`src/hw/rtl/csort_pkg.sv`:
```
`timescale 1ns / 1ps
`default_nettype none
// ----------------------------------------------------------------------------
// csort_pkg
// Shared types and constants for the counting sort engine.
// ----------------------------------------------------------------------------
package csort_pkg;

  localparam int IN_KEY_W  = 8;  // width of the key field on the input side
  localparam int OUT_KEY_W = 8;  // width of the sorted key on the result side
  localparam int HIST_W    = 7;  // width of one histogram count

  // per-transaction classification from the front end
  typedef struct packed {
    logic counted;  // key fits in the current set
    logic last;     // closes the set and starts the sorted run
    logic dropped;  // some key of this set was ignored (valid with last)
  } csort_flags_t;

  // one sorted result
  typedef struct packed {
    logic [OUT_KEY_W-1:0] key;
    logic                 last;
    logic                 dropped;
  } csort_res_t;

  typedef enum logic [2:0] {
    ST_CLEAR,
    ST_IDLE,
    ST_DRAIN,
    ST_READ,
    ST_LOAD,
    ST_EMIT
  } csort_state_t;

endpackage : csort_pkg
`default_nettype wire

```
`src/hw/rtl/csort_fifo.sv`:
```
`timescale 1ns / 1ps
`default_nettype none
// ----------------------------------------------------------------------------
// csort_fifo
// Small synchronous queue with full and empty flags.
// ----------------------------------------------------------------------------
module csort_fifo #(
  parameter int WIDTH      = 8,
  parameter int DEPTH_LOG2 = 1
) (
  input  wire logic             clk,
  input  wire logic             rst_n,
  input  wire logic             wr_en,
  input  wire logic [WIDTH-1:0] wr_data,
  output logic                  full,
  input  wire logic             rd_en,
  output logic      [WIDTH-1:0] rd_data,
  output logic                  empty
);

  localparam int DEPTH = 1 << DEPTH_LOG2;

  logic [WIDTH-1:0]    mem_r [DEPTH];
  logic [DEPTH_LOG2:0] wr_ptr_r, wr_ptr_nxt;
  logic [DEPTH_LOG2:0] rd_ptr_r, rd_ptr_nxt;
  logic                do_wr;
  logic                do_rd;

  assign empty = (wr_ptr_r == rd_ptr_r);
  assign full  = (wr_ptr_r[DEPTH_LOG2] != rd_ptr_r[DEPTH_LOG2]) &&
                 (wr_ptr_r[DEPTH_LOG2-1:0] == rd_ptr_r[DEPTH_LOG2-1:0]);

  assign do_wr   = wr_en & ~full;
  assign do_rd   = rd_en & ~empty;
  assign rd_data = mem_r[rd_ptr_r[DEPTH_LOG2-1:0]];

  always_comb begin
    wr_ptr_nxt = wr_ptr_r;
    rd_ptr_nxt = rd_ptr_r;
    if (do_wr) begin
      wr_ptr_nxt = wr_ptr_r + 1'b1;
    end
    if (do_rd) begin
      rd_ptr_nxt = rd_ptr_r + 1'b1;
    end
  end

  always_ff @(posedge clk) begin
    if (!rst_n) begin
      wr_ptr_r <= '0;
      rd_ptr_r <= '0;
    end else begin
      wr_ptr_r <= wr_ptr_nxt;
      rd_ptr_r <= rd_ptr_nxt;
    end
  end

  always_ff @(posedge clk) begin
    if (do_wr) begin
      mem_r[wr_ptr_r[DEPTH_LOG2-1:0]] <= wr_data;
    end
  end

endmodule : csort_fifo
`default_nettype wire

```
`src/hw/rtl/csort_front.sv`:
```
`timescale 1ns / 1ps
`default_nettype none
// ----------------------------------------------------------------------------
// csort_front
// Accepts keys, tracks set capacity, largest key and drops, and classifies
// each transaction into a command for the back end.
// ----------------------------------------------------------------------------
module csort_front #(
  parameter int KEY_BITS  = 8,
  parameter int MAX_ITEMS = 64
) (
  input  wire logic                           clk,
  input  wire logic                           rst_n,
  input  wire logic                           push,
  output logic                                full,
  input  wire logic [csort_pkg::IN_KEY_W-1:0] in_key,
  input  wire logic                           in_last_key,
  input  wire logic                           clearing,
  input  wire logic                           cmd_full,
  output logic                                cmd_push,
  output logic      [KEY_BITS-1:0]            cmd_key,
  output logic      [KEY_BITS-1:0]            cmd_largest,
  output csort_pkg::csort_flags_t             cmd_flags
);

  import csort_pkg::*;

  localparam int CNT_W = $clog2(MAX_ITEMS + 1);

  logic [CNT_W-1:0]    item_cnt_r, item_cnt_nxt;
  logic [KEY_BITS-1:0] largest_r, largest_nxt;
  logic                ovf_r, ovf_nxt;
  logic [KEY_BITS-1:0] key_k;
  logic [KEY_BITS-1:0] largest_upd;
  logic                counted;
  logic                accept;

  assign full    = cmd_full | clearing;
  assign accept  = push & ~full;
  assign key_k   = KEY_BITS'(in_key);
  assign counted = (item_cnt_r < CNT_W'(MAX_ITEMS));
  assign largest_upd = (counted && (key_k > largest_r)) ? key_k : largest_r;

  assign cmd_push          = accept;
  assign cmd_key           = key_k;
  assign cmd_largest       = largest_upd;
  assign cmd_flags.counted = counted;
  assign cmd_flags.last    = in_last_key;
  assign cmd_flags.dropped = ovf_r | ~counted;

  always_comb begin
    item_cnt_nxt = item_cnt_r;
    largest_nxt  = largest_r;
    ovf_nxt      = ovf_r;
    if (accept) begin
      if (in_last_key) begin
        // set closes, next transaction starts a fresh one
        item_cnt_nxt = '0;
        largest_nxt  = '0;
        ovf_nxt      = 1'b0;
      end else begin
        item_cnt_nxt = item_cnt_r + CNT_W'(counted);
        largest_nxt  = largest_upd;
        ovf_nxt      = ovf_r | ~counted;
      end
    end
  end

  always_ff @(posedge clk) begin
    if (!rst_n) begin
      item_cnt_r <= '0;
      largest_r  <= '0;
      ovf_r      <= 1'b0;
    end else begin
      item_cnt_r <= item_cnt_nxt;
      largest_r  <= largest_nxt;
      ovf_r      <= ovf_nxt;
    end
  end

endmodule : csort_front
`default_nettype wire

```
`src/hw/rtl/csort_back.sv`:
```
`timescale 1ns / 1ps
`default_nettype none
// ----------------------------------------------------------------------------
// csort_back
// Holds the histogram memory, applies counted keys with a read-modify-write
// pipeline and walks the histogram to emit the sorted run, zeroing it as it
// goes. Clears the whole memory once after reset.
// ----------------------------------------------------------------------------
module csort_back #(
  parameter int KEY_BITS = 8
) (
  input  wire logic                    clk,
  input  wire logic                    rst_n,
  input  wire logic                    cmd_empty,
  input  wire logic [KEY_BITS-1:0]     cmd_key,
  input  wire logic [KEY_BITS-1:0]     cmd_largest,
  input  wire csort_pkg::csort_flags_t cmd_flags,
  output logic                         cmd_pop,
  input  wire logic                    res_full,
  output logic                         res_push,
  output csort_pkg::csort_res_t        res_data,
  output logic                         clearing
);

  import csort_pkg::*;

  localparam int NUM_KEYS = 1 << KEY_BITS;

  logic [HIST_W-1:0]   hist_mem [NUM_KEYS];
  logic [HIST_W-1:0]   rd_r;

  csort_state_t        state_r, state_nxt;
  logic [KEY_BITS-1:0] v_r, v_nxt;
  logic [HIST_W-1:0]   cnt_r, cnt_nxt;
  logic [KEY_BITS-1:0] largest_r, largest_nxt;
  logic                drop_r, drop_nxt;

  // update pipeline: stage b holds the key whose count is on rd_r
  logic                b_valid_r, b_valid_nxt;
  logic [KEY_BITS-1:0] b_key_r;
  logic                w_valid_r;
  logic [KEY_BITS-1:0] w_key_r;
  logic [HIST_W-1:0]   w_data_r;

  logic                we;
  logic [KEY_BITS-1:0] wa;
  logic [HIST_W-1:0]   wd;
  logic [KEY_BITS-1:0] ra;
  logic [HIST_W-1:0]   upd_data;
  logic                run_end;

  // forward the previous write when the same key comes back to back
  assign upd_data = ((w_valid_r && (w_key_r == b_key_r)) ? w_data_r : rd_r) + HIST_W'(1);
  assign run_end  = (v_r == largest_r);
  assign clearing = (state_r == ST_CLEAR);

  always_comb begin
    state_nxt   = state_r;
    v_nxt       = v_r;
    cnt_nxt     = cnt_r;
    largest_nxt = largest_r;
    drop_nxt    = drop_r;
    b_valid_nxt = 1'b0;
    cmd_pop     = 1'b0;
    res_push    = 1'b0;
    res_data.key     = OUT_KEY_W'(v_r);
    res_data.last    = run_end && (cnt_r == HIST_W'(1));
    res_data.dropped = run_end && (cnt_r == HIST_W'(1)) && drop_r;
    we = b_valid_r;
    wa = b_key_r;
    wd = upd_data;
    ra = cmd_key;

    case (state_r)
      ST_CLEAR: begin
        we = 1'b1;
        wa = v_r;
        wd = '0;
        v_nxt = v_r + 1'b1;
        if (v_r == KEY_BITS'(NUM_KEYS - 1)) begin
          state_nxt = ST_IDLE;
        end
      end
      ST_IDLE: begin
        if (!cmd_empty) begin
          cmd_pop     = 1'b1;
          b_valid_nxt = cmd_flags.counted;
          if (cmd_flags.last) begin
            largest_nxt = cmd_largest;
            drop_nxt    = cmd_flags.dropped;
            v_nxt       = '0;
            state_nxt   = ST_DRAIN;
          end
        end
      end
      ST_DRAIN: begin
        // last count update lands this cycle
        state_nxt = ST_READ;
      end
      ST_READ: begin
        ra        = v_r;
        state_nxt = ST_LOAD;
      end
      ST_LOAD: begin
        cnt_nxt = rd_r;
        we      = 1'b1;
        wa      = v_r;
        wd      = '0;
        if (rd_r != '0) begin
          state_nxt = ST_EMIT;
        end else if (run_end) begin
          state_nxt = ST_IDLE;
        end else begin
          v_nxt     = v_r + 1'b1;
          state_nxt = ST_READ;
        end
      end
      ST_EMIT: begin
        if (!res_full) begin
          res_push = 1'b1;
          cnt_nxt  = cnt_r - HIST_W'(1);
          if (cnt_r == HIST_W'(1)) begin
            if (run_end) begin
              state_nxt = ST_IDLE;
            end else begin
              v_nxt     = v_r + 1'b1;
              state_nxt = ST_READ;
            end
          end
        end
      end
      default: begin
        state_nxt = ST_IDLE;
      end
    endcase
  end

  always_ff @(posedge clk) begin
    if (!rst_n) begin
      state_r <= ST_CLEAR;
    end else begin
      state_r <= state_nxt;
    end
  end

  always_ff @(posedge clk) begin
    if (!rst_n) begin
      v_r       <= '0;
      b_valid_r <= 1'b0;
      w_valid_r <= 1'b0;
    end else begin
      v_r       <= v_nxt;
      b_valid_r <= b_valid_nxt;
      w_valid_r <= b_valid_r;
    end
  end

  always_ff @(posedge clk) begin
    cnt_r     <= cnt_nxt;
    largest_r <= largest_nxt;
    drop_r    <= drop_nxt;
    b_key_r   <= cmd_key;
    w_key_r   <= b_key_r;
    w_data_r  <= upd_data;
  end

  // histogram memory: one write port, one registered read port
  always_ff @(posedge clk) begin
    if (we) begin
      hist_mem[wa] <= wd;
    end
    rd_r <= hist_mem[ra];
  end

endmodule : csort_back
`default_nettype wire

```
`src/hw/rtl/counting_sort_engine.sv`:
```
`timescale 1ns / 1ps
`default_nettype none
// ----------------------------------------------------------------------------
// counting_sort_engine
// Counting sort over sets of unsigned keys, emitting each set in ascending
// order once its last key arrives.
// ----------------------------------------------------------------------------
// Keys are taken one per cycle while full is low and counted into a
// 2^KEY_BITS entry histogram memory; at most MAX_ITEMS keys per set are held,
// later ones are dropped and flagged on the final result. The transaction
// marked last closes the set and starts the sorted run: the back end walks the
// histogram from key 0 up to the largest held key, with a memory read and a
// load for each key value and then its results one by one, zeroing each entry
// as it passes. A small command queue sits between the front end and the
// histogram, so keys of the next set are accepted while a run is still being
// emitted, until that queue fills. After reset the block clears the histogram
// memory, holding full high meanwhile.
// ----------------------------------------------------------------------------
module counting_sort_engine #(
  parameter int KEY_BITS  = 8,
  parameter int MAX_ITEMS = 64
) (
  input  wire logic                            clk,
  input  wire logic                            rst_n,
  input  wire logic                            push,
  output logic                                 full,
  input  wire logic [csort_pkg::IN_KEY_W-1:0]  in_key,
  input  wire logic                            in_last_key,
  output logic                                 empty,
  input  wire logic                            pop,
  output logic      [csort_pkg::OUT_KEY_W-1:0] out_sorted_key,
  output logic                                 out_last_out,
  output logic                                 out_dropped
);

  import csort_pkg::*;

  localparam int FLAGS_W = $bits(csort_flags_t);
  localparam int CMD_W   = 2 * KEY_BITS + FLAGS_W;
  localparam int RES_W   = $bits(csort_res_t);

  logic                clearing;
  logic                cmd_full;
  logic                cmd_empty;
  logic                cmd_push;
  logic                cmd_pop;
  logic [KEY_BITS-1:0] f_key;
  logic [KEY_BITS-1:0] f_largest;
  csort_flags_t        f_flags;
  logic [CMD_W-1:0]    cmd_wr;
  logic [CMD_W-1:0]    cmd_rd;
  csort_flags_t        b_flags;
  logic                res_full;
  logic                res_push;
  csort_res_t          res_wr;
  logic [RES_W-1:0]    res_rd;
  csort_res_t          res_head;

  csort_front #(
    .KEY_BITS  (KEY_BITS),
    .MAX_ITEMS (MAX_ITEMS)
  ) u_front (
    .clk         (clk),
    .rst_n       (rst_n),
    .push        (push),
    .full        (full),
    .in_key      (in_key),
    .in_last_key (in_last_key),
    .clearing    (clearing),
    .cmd_full    (cmd_full),
    .cmd_push    (cmd_push),
    .cmd_key     (f_key),
    .cmd_largest (f_largest),
    .cmd_flags   (f_flags)
  );

  assign cmd_wr = {f_key, f_largest, f_flags};

  csort_fifo #(
    .WIDTH      (CMD_W),
    .DEPTH_LOG2 (2)
  ) u_cmd_q (
    .clk     (clk),
    .rst_n   (rst_n),
    .wr_en   (cmd_push),
    .wr_data (cmd_wr),
    .full    (cmd_full),
    .rd_en   (cmd_pop),
    .rd_data (cmd_rd),
    .empty   (cmd_empty)
  );

  assign b_flags = csort_flags_t'(cmd_rd[FLAGS_W-1:0]);

  csort_back #(
    .KEY_BITS (KEY_BITS)
  ) u_back (
    .clk         (clk),
    .rst_n       (rst_n),
    .cmd_empty   (cmd_empty),
    .cmd_key     (cmd_rd[CMD_W-1 -: KEY_BITS]),
    .cmd_largest (cmd_rd[FLAGS_W +: KEY_BITS]),
    .cmd_flags   (b_flags),
    .cmd_pop     (cmd_pop),
    .res_full    (res_full),
    .res_push    (res_push),
    .res_data    (res_wr),
    .clearing    (clearing)
  );

  // result queue decouples the histogram walk from the consumer
  csort_fifo #(
    .WIDTH      (RES_W),
    .DEPTH_LOG2 (1)
  ) u_res_q (
    .clk     (clk),
    .rst_n   (rst_n),
    .wr_en   (res_push),
    .wr_data (res_wr),
    .full    (res_full),
    .rd_en   (pop),
    .rd_data (res_rd),
    .empty   (empty)
  );

  assign res_head       = csort_res_t'(res_rd);
  assign out_sorted_key = res_head.key;
  assign out_last_out   = res_head.last;
  assign out_dropped    = res_head.dropped;

endmodule : counting_sort_engine
`default_nettype wire
```
`config.mk`:
```
export PLATFORM = sky130hd
export DESIGN_NAME = counting_sort_engine
export DESIGN_NICKNAME = d
export VERILOG_FILES = /design/src/hw/rtl/csort_pkg.sv /design/src/hw/rtl/csort_fifo.sv /design/src/hw/rtl/csort_front.sv /design/src/hw/rtl/csort_back.sv /design/src/hw/rtl/counting_sort_engine.sv
export SDC_FILE = /design/constraint.sdc
export NUM_CORES = 2
export LEC_CHECK = 0
export BUFFER_PORTS_ARGS = -buffer_cell sky130_fd_sc_hd__buf_4
export CAP_MARGIN = 20
export CORE_MARGIN = 3
export CORE_UTILIZATION = 64
export CTS_BUF_LIST = sky130_fd_sc_hd__clkbuf_8
export DETAILED_ROUTE_END_ITERATION = 12
export PLACE_DENSITY_LB_ADDON = 0.08
export SYNTH_ARGS = -nofsm -noshare
export SYNTH_HDL_FRONTEND = slang
export SYNTH_HIERARCHICAL = 1
export SYNTH_SLANG_ARGS = --single-unit
export TNS_END_PERCENT = 100
```
`constraint.sdc`:
```
create_clock -name clk -period 9.7 [get_ports clk]
set_input_delay 1.94 -clock clk [delete_from_list [all_inputs] [get_ports clk]]
set_output_delay 1.94 -clock clk [all_outputs]
set_load 0.005 [all_outputs]
```
==> metrics.md <==
| Metric | Value |
|---|---|
| Share of cells above drive strength 1 | `between 10% and 20%` |
| Clock tree from TritonCTS | `done` |
| Result of the run | `finished, final reports clean` |
| Critical Path RT | `roughly 11 ns` |
| Number of max-slew violations in the final report | `0` |
| Die area | `129400 µm²` |
| Worst slew margin | `15.57%` |
| Tot Pwr | `16.46 mW` |
| Crit start category | `flip-flop` |
| Number of warnings printed during yosys synthesis | `6` |
| Crit-path max FO | `60` |
| Final ANT Viol Nets | `0` |
| Detail-routed via count per cell | `6.641` |
| Count of vias placed by the detailed router | `49902` |
| Y dimension of the die | `359.7 µm` |
| Sink count of the clock tree | `1976` |
| CTS Root Cell | `sky130_fd_sc_hd__clkbuf_8` |
| Count of routing violations after the opening detailed-route iteration | `7460` |
| Std-Cell Core Area | `~120000 µm²` |
| Initial antenna violation count | `6` |
| P per Cell Area | `188.3 nW/µm²` |
| Hold Path Class | `reg -> reg` |
| Number of I/O port buffers | `24` |
| P&R area growth vs syn | `9.198%` |
| Width of the die | `359.7 µm` |
| Type of the worst setup path | `reg -> reg` |
| Most common library cell in the layout ignoring fill and taps | `sky130_fd_sc_hd__edfxtp_1` |
| Number of maximum-capacitance violations | `0` |
| Sequential area share after synthesis | `between 70% and 80%` |
| CTS resizes | `0` |
| Deepest level of the CTS H-tree | `5` |
| Global placer's final weighted congestion | `around 0.93` |
| Register bit total from synthesis | `1976` |
| Remaining Overflow, GRT | `0` |
| Total I/O pin count | `25` |
| HPWL reported at the end of detailed placement | `132800 µm` |
| Total number of nets in the final design | `~5700` |
| Post-synth ARST share | `0%` |
| Post-synthesis instance area | `80050 µm²` |
| Worst-case clock buffer depth | `4` |
| Initial cell density of the core | `64.58%` |
| Leading cell types in the layout, fill and taps excluded | `sky130_fd_sc_hd__edfxtp_1, sky130_fd_sc_hd__nand2_1, sky130_fd_sc_hd__nand3_1, sky130_fd_sc_hd__clkbuf_8, sky130_fd_sc_hd__nor2_1` |
| Maximum frequency from static timing analysis | `0.1646 GHz` |
| Number of buffers created by CTS | `~320` |
| Slack of the worst reg-to-reg path | `3.63 ns` |
| Clock network latency to the later pin of the worst-skew pair | `around 1.0 ns` |
| Total routing usage reported by global routing | `33.87%` |
| Pin count of the biggest net entering global routing | `213` |
| Endpoint class of the critical path | `flip-flop` |
| Site row count | `around 130` |
| EDFF count, synth | `1904` |
| Critical path arrival | `6.91 ns` |
| Hold-fix buffer count after cts | `0` |
| Cells after synthesis | `5564` |
| Final Setup Violations | `0` |
| Wire length per cell | `29.28 µm` |
| Wirelength, routed | `220000 µm` |
| Worst-margin pin slew | `1.250 ns` |
| Clock transition at path regs | `0.06 ns` |
| Residual DRC count | `0` |
| Clock Skews | `0.07433 ns` |
| Number of distinct standard cells referenced by the synthesized netlist | `79` |
| Final Hold Violating Endpoints | `0` |
| Fill cell total of the finished layout | `8100` |
| RSZ-0062 raised after global routing | `false` |
| Static leakage | `~28 nW` |
| Share of the cycle needed by the critical path after routing | `62.62%` |
| Maximum ir drop on the vdd rail | `0.2332 mV` |
| Setup TNS | `0 ns` |
| Crit path time final | `6.074 ns` |
| Post-Syn Nets | `5596` |
| Vias in the first global route | `~47000` |
| First-pass iteration count of the detailed router | `9` |
| Wire length of the first global-routing pass | `roughly 320000 µm` |
| Post-CTS setup-driven buffer insertion count | `0` |
| Mean cell area of the mapped netlist | `14.39 µm²` |
| Leading register cell type out of synthesis | `sky130_fd_sc_hd__edfxtp_1` |
## sequential cells by signal, summed over array words and instances, names as in the netlist, 2 cells and up, named ones only
register / cells
u_back/b_key_r: 8
u_back/cnt_r: 7
u_back/hist_mem: 1792
u_back/largest_r: 8
u_back/rd_r: 7
u_back/state_r: 3
u_back/v_r: 8
u_back/w_data_r: 7
u_back/w_key_r: 8
u_cmd_q/mem_r: 76
u_cmd_q/rd_ptr_r: 3
u_cmd_q/wr_ptr_r: 3
u_front/item_cnt_r: 7
u_front/largest_r: 8
u_res_q/mem_r: 20
u_res_q/rd_ptr_r: 2
u_res_q/wr_ptr_r: 2
## stage by stage
step | worst slack [ns] | cell area (µm²) | hold WS (ns) | instances | utilization [%]
after global placement | 3.762 | 81810 | 0.4135 | 6958 | 66.00
after global routing | 3.616 | 87410 | 0.4285 | 7513 | 70.52
final | 3.626 | 87410 | 0.4231 | 7514 | 70.52
after detailed placement | 3.900 | 81850 | 0.4133 | 6963 | 66.03
after floorplan | 1.015 | 80050 | 0.3908 | 5564 | -
after CTS | 3.888 | 87380 | 0.4215 | 7506 | 70.49
## worst max-delay path, cell delays in order, from the launching register on
cell and delay [ns]:
sky130_fd_sc_hd__dfxtp_1 0.59, sky130_fd_sc_hd__nand3b_1 0.66, sky130_fd_sc_hd__buf_4 0.74, sky130_fd_sc_hd__mux2i_4 0.80, sky130_fd_sc_hd__buf_4 0.77, sky130_fd_sc_hd__a221oi_1 0.30
sky130_fd_sc_hd__a22o_1 0.26, sky130_fd_sc_hd__a311o_1 0.32, sky130_fd_sc_hd__o41ai_1 1.10, sky130_fd_sc_hd__o2111ai_1 0.22
## worst paths after layout
check                 endpoint  cells after the start         startpoint
min reg2reg  u_back/w_key_r[5]                      0  u_back/b_key_r[5]
min          u_back/w_key_r[5]                      0  u_back/b_key_r[5]
max             u_back/rd_r[3]                      9  u_back/state_r[2]
max reg2reg     u_back/rd_r[3]                      9  u_back/state_r[2]
## cells in the mapped netlist (all sizes together) (29+ instances only)
cell / instances / area, µm²
o21ai: 59 / 310.3
edfxtp: 1904 / 57170
dfxtp: 72 / 1441
nand3: 393 / 1967
and3: 32 / 200.2
a32oi: 30 / 262.8
buf: 127 / 635.6
nand3b: 76 / 570.6
nand4: 56 / 350.3
nand2: 1102 / 4136
clkbuf: 226 / 855.8
a211oi: 34 / 255.2
a21oi: 299 / 1504
mux2i: 202 / 2022
nor2: 304 / 1149
a31oi: 46 / 287.8
inv: 29 / 108.9
a221oi: 77 / 674.4
mux2: 43 / 488.0
mux4: 131 / 2950
## where the power goes
group | switching (mW) | internal (mW)
sequential | 0.0342 | 9.25
combinational | 0.561 | 0.254
clock | 3.12 | 3.24
## cell families after synthesis
group	Yosys count	synth area share [%]
AND/OR/NAND/NOR	2062	11.28
flip-flops	1976	73.22
AO/OA/AOI/OAI	700	5.825
buffers and inverters	383	2.015
multiplexers	376	6.821
XOR/XNOR	48	0.5346
adder cells (fa/ha/maj)	19	0.2970
## layout make-up
type | count | area [µm²] | share of cell area (%)
clock inverters | 206 | 882.1 | 1.009
well taps | 1637 | 2048 | 2.343
flip-flops and latches | 1976 | 58620 | 67.06
repair buffers | 119 | 1095 | 1.252
inverters | 29 | 108.9 | 0.1245
diodes | 5 | 12.51 | 0.01431
clock buffers | 337 | 4638 | 5.306
multi-input cells | 3205 | 20010 | 22.89
## layer usage
layer	global-route usage [%]	vias to the layer above	routed length, µm
met2	51.06	3289	101400
met3	7.135	570	25770
met5	0	-	3
li1	-	21321	-
met4	16.69	2	11650
met1	47.82	24720	81190
(Power assumes the default switching activity.)
